File: src/sv/met_pkg.sv
`timescale 1ns / 1ps

package met_pkg;

  // Field widths.
  localparam int PIX_W   = 10;
  localparam int CNT_W   = 16;
  localparam int COORD_W = 32;
  localparam int FRAC_W  = 28;
  localparam int THR_W   = 36;
  localparam int PROD_W  = 2 * COORD_W;
  localparam int SQ_W    = 35;
  localparam int ACC_W   = 44;

  // Configuration port.
  localparam int CFG_IDX_W  = 3;
  localparam int CFG_DATA_W = THR_W;

  localparam logic [CFG_IDX_W-1:0] IDX_RE_START   = 3'd0;
  localparam logic [CFG_IDX_W-1:0] IDX_RE_STEP    = 3'd1;
  localparam logic [CFG_IDX_W-1:0] IDX_IM_START   = 3'd2;
  localparam logic [CFG_IDX_W-1:0] IDX_IM_STEP    = 3'd3;
  localparam logic [CFG_IDX_W-1:0] IDX_MAX_ITER   = 3'd4;
  localparam logic [CFG_IDX_W-1:0] IDX_ESC_THRESH = 3'd5;

  // Register values after reset: view of roughly -1.4 to +1.4, limit 100, bound 4.0.
  localparam logic signed [COORD_W-1:0] RST_RE_START   = -32'sd375809638;
  localparam logic signed [COORD_W-1:0] RST_RE_STEP    = 32'sd734003;
  localparam logic signed [COORD_W-1:0] RST_IM_START   = -32'sd375809638;
  localparam logic signed [COORD_W-1:0] RST_IM_STEP    = 32'sd734003;
  localparam logic [CNT_W-1:0]          RST_MAX_ITER   = 16'd100;
  localparam logic [THR_W-1:0]          RST_ESC_THRESH = 36'd1073741824;

  typedef logic signed [COORD_W-1:0] coord_t;
  typedef logic signed [PROD_W-1:0]  prod_t;
  typedef logic signed [ACC_W-1:0]   acc_t;

  // Clamp a wide signed value into the Q4.28 range.
  function automatic coord_t sat_coord(input acc_t v);
    acc_t hi;
    acc_t lo;
    hi = acc_t'({1'b0, {(COORD_W-1){1'b1}}});
    lo = -hi - acc_t'(1);
    if (v > hi) begin
      return coord_t'(hi);
    end else if (v < lo) begin
      return coord_t'(lo);
    end else begin
      return coord_t'(v);
    end
  endfunction

endpackage

File: src/sv/met_mul.sv
`timescale 1ns / 1ps

// Shared signed multiplier with a registered product.
module met_mul import met_pkg::*; (
  input  logic   clk,
  input  coord_t op_a,
  input  coord_t op_b,
  output prod_t  prod_r
);

  prod_t prod_nxt;

  assign prod_nxt = prod_t'(op_a) * prod_t'(op_b);

  always_ff @(posedge clk) begin
    prod_r <= prod_nxt;
  end

endmodule

File: config.mk
export PLATFORM = sky130hd
export DESIGN_NAME = met_mul
export DESIGN_NICKNAME = d
export VERILOG_FILES = /design/src/sv/met_pkg.sv /design/src/sv/met_mul.sv
export SDC_FILE = /design/constraint.sdc
export NUM_CORES = 2
export LEC_CHECK = 0
export ABC_AREA = 1
export BUFFER_PORTS_ARGS = -buffer_cell sky130_fd_sc_hd__buf_2
export CORE_UTILIZATION = 55
export CTS_BUF_LIST = sky130_fd_sc_hd__clkbuf_8 sky130_fd_sc_hd__clkbuf_16
export CTS_CLUSTER_DIAMETER = 30
export CTS_CLUSTER_SIZE = 10
export DETAILED_ROUTE_END_ITERATION = 8
export GPL_ROUTABILITY_DRIVEN = 1
export HOLD_SLACK_MARGIN = 0.03
export PLACE_DENSITY = 0.83
export SYNTH_ARGS = -nofsm -noshare
export SYNTH_HDL_FRONTEND = slang
export SYNTH_SLANG_ARGS = --single-unit
File: constraint.sdc
create_clock -name clk -period 21.1 [get_ports clk]
set_input_delay 2.11 -clock clk [delete_from_list [all_inputs] [get_ports clk]]
set_output_delay 2.11 -clock clk [all_outputs]
set_load 0.02 [all_outputs]
==> impl_metrics.tcl <==
set metrics [dict create \
    status "finished, final reports clean" \
    dr.pass1.iters 5 \
    start_kind "primary input" \
    grt_use_total_pct 30.6 \
    hpwl_um 91300 \
    start_util_pct 55.7 \
    startpoint "op_a[31]" \
    path_clk_slew_ns 0.06 \
    syn_area_per_cell_um2 7.90 \
    ios 129 \
    port_buffers 128 \
    synth_xor_xnor_area_share_pct 0.791 \
    placed_cells 5938 \
    cts_resized 0 \
    min_period_ns 9.71 \
    timing.slew.headroom_pct 38.3 \
    muxShareOfSynthArea_pct 0 \
    final_area_um2 41400 \
    crit_top_cell "fa_1" \
    cts_tree "built" \
    critPathCaptureType "flip-flop" \
    max_stage_delay_ns 0.84 \
    synth_seq_cells 64 \
    grt_antenna_before_repair 7 \
    fp.coreArea_um2 71600 \
    synthCells 5046 \
    die_x_um 271 \
    rows 98 \
    clock-root-buffer "clkbuf_16" \
    routed_wl_um 107000 \
    synth_top_family_by_area "adder cells" \
    place_congestion 0.996 \
    drc 0 \
    largest_register "prod_r" \
    setup_tns_ns 0 \
    final_antenna_net_count 0 \
    worst-setup-path-type "in2reg" \
    crit_family "adder cells" \
    fin_nets 6330 \
    whs_endpoint "prod_r[0]" \
    cp.arrival_ns 9.95 \
    fmax_ghz 0.103 \
    drive_gt1_share_pct 3.78 \
    synth_nets 6377 \
    cts_buffer_depth 2 \
    first_global_vias 34700 \
    design.die.area_um2 73500 \
    synthAdderAreaFrac_pct 60.1 \
    cp.required_ns 21.34 \
    fp.dieH_um 271 \
    cp_num_buf_inv 8 \
    grt_overflow_total 0 \
    seq_area_frac_synth_pct 3.21 \
    grt_pass1_wl_um 178000 \
    ys_warn_count 0 \
    clkSinkCount 64 \
    synth-simple-area-share_pct 17.0 \
    cts_max_level 3 \
    routedWlPerCell_um 17.9 \
    tightest_slew_ns 0.925 \
    setup_viol 0 \
    hold_buffers 0 \
    slowest_stage "fa_1" \
    cap_viol_max_count 0 \
    min_path_cells 4 \
    largest_reg_flops 64 \
    vias_per_cell 5.26 \
    grt_setup_unrepaired "no" \
    finalCritPeriodShare_pct 46.0 \
    hold_viol 0 \
    hold_slack_ns 2.33 \
    grt_max_degree 33 \
    post-cts-setup-buffer-count 0 \
    synth_compound_area_share_pct 1.40 \
    synth_cell_types 32 \
    syn_area_um2 39900 \
    place_area_um2 41000 \
    fillers 6262 \
    hold_class "in2reg" \
    layoutNonFillerInstCount 5962 \
    drt_first_iter_violations 2371 \
    crit_fanout 32 \
    cts_buffers 9 \
    regArea_um2 1280 \
    vias 31300 \
    reg.largest.list "prod_r x64" \
    min_from "op_a[0]" \
    multi_input_area_um2 31600 \
    slew_violations 0 \
    area_growth_pct 3.77 \
]
==> layout make-up <==
class	instances	area share [%]
antenna	8	0.0484
multi-input combinational	3131	76.5
clock inverter	6	0.221
tap	950	2.87
timing repair buffer	134	1.66
sequential	64	3.10
inverter	1659	15.1
clock buffer	10	0.578
==> cell usage in the layout, fill, tap and decap left out, types with 11 or more instances in the layout <==
| master | synthesis | final |
|---|---|---|
| dfxtp_1 | 64 | 64 |
| ha_1 | 184 | 184 |
| nand3_1 | 69 | 69 |
| nand2_1 | 1444 | 1444 |
| fa_1 | 1082 | 1082 |
| nor2_1 | 139 | 139 |
| buf_2 | 0 | 128 |
| nand4_1 | 20 | 20 |
| xor2_1 | 30 | 30 |
| nor2_2 | 11 | 11 |
| inv_1 | 1659 | 1659 |
| o21ai_0 | 20 | 20 |
| a21oi_1 | 67 | 67 |
==> worst max path at each step <==
stage,endpoint,cells after the start
2_1_floorplan,prod_r[56],26
3_3_place_gp,prod_r[61],26
3_5_place_dp,prod_r[56],27
4_1_cts,prod_r[56],27
5_1_grt,prod_r[56],27
6_report,prod_r[56],27
==> routing by layer <==
metal | track usage, % | wire, um
met2 | 51.5 | 52700
met3 | 5.08 | 9550
met4 | 12.6 | 4590
met5 | 0 | 0
met1 | 39.5 | 39800
==> kinds of logic after synthesis <==
kind of cell / after synthesis
AND/OR/NAND/NOR: 1725
adder cells (fa/ha/maj): 1266
AO/OA/AOI/OAI: 104
buffers and inverters: 1851
flip-flops: 64
XOR/XNOR: 36
==> through the flow <==
stage | utilization, % | setup slack (ns)
after floorplan | - | 12.29
after global placement | 57.3 | 11.32
after detailed placement | 57.3 | 11.12
after CTS | 57.7 | 11.43
after global routing | 57.8 | 10.93
final | 57.8 | 11.39
==> worst min-delay path, cell delays in order <==
cell     delay [ns]
buf_2          0.09
buf_4          0.25
nand2_1        0.11
inv_1          0.04
==> cells in the mapped netlist, drive strengths merged <==
cell,count,area (um2)
nor3,8,51.3
o21ai,22,110
dfxtp,64,1280
clkbuf,192,721
nor4,5,37.5
ha,184,2300
o21a,2,15.0
inv,1659,6230
nor2,152,613
nand4,20,125
xnor2,6,52.6
a21oi,68,344
nand2b,1,6.26
nand3,76,415
fa,1082,21700
and2,2,12.5
a21o,2,15.0
a21boi,1,7.51
or2,9,56.3
o21bai,9,67.6
nand2,1452,5470
xor2,30,263
Power is left out: the tool's default activity adds up to more than one toggle a clock period on the data nets, which glitch-free logic cannot reach.
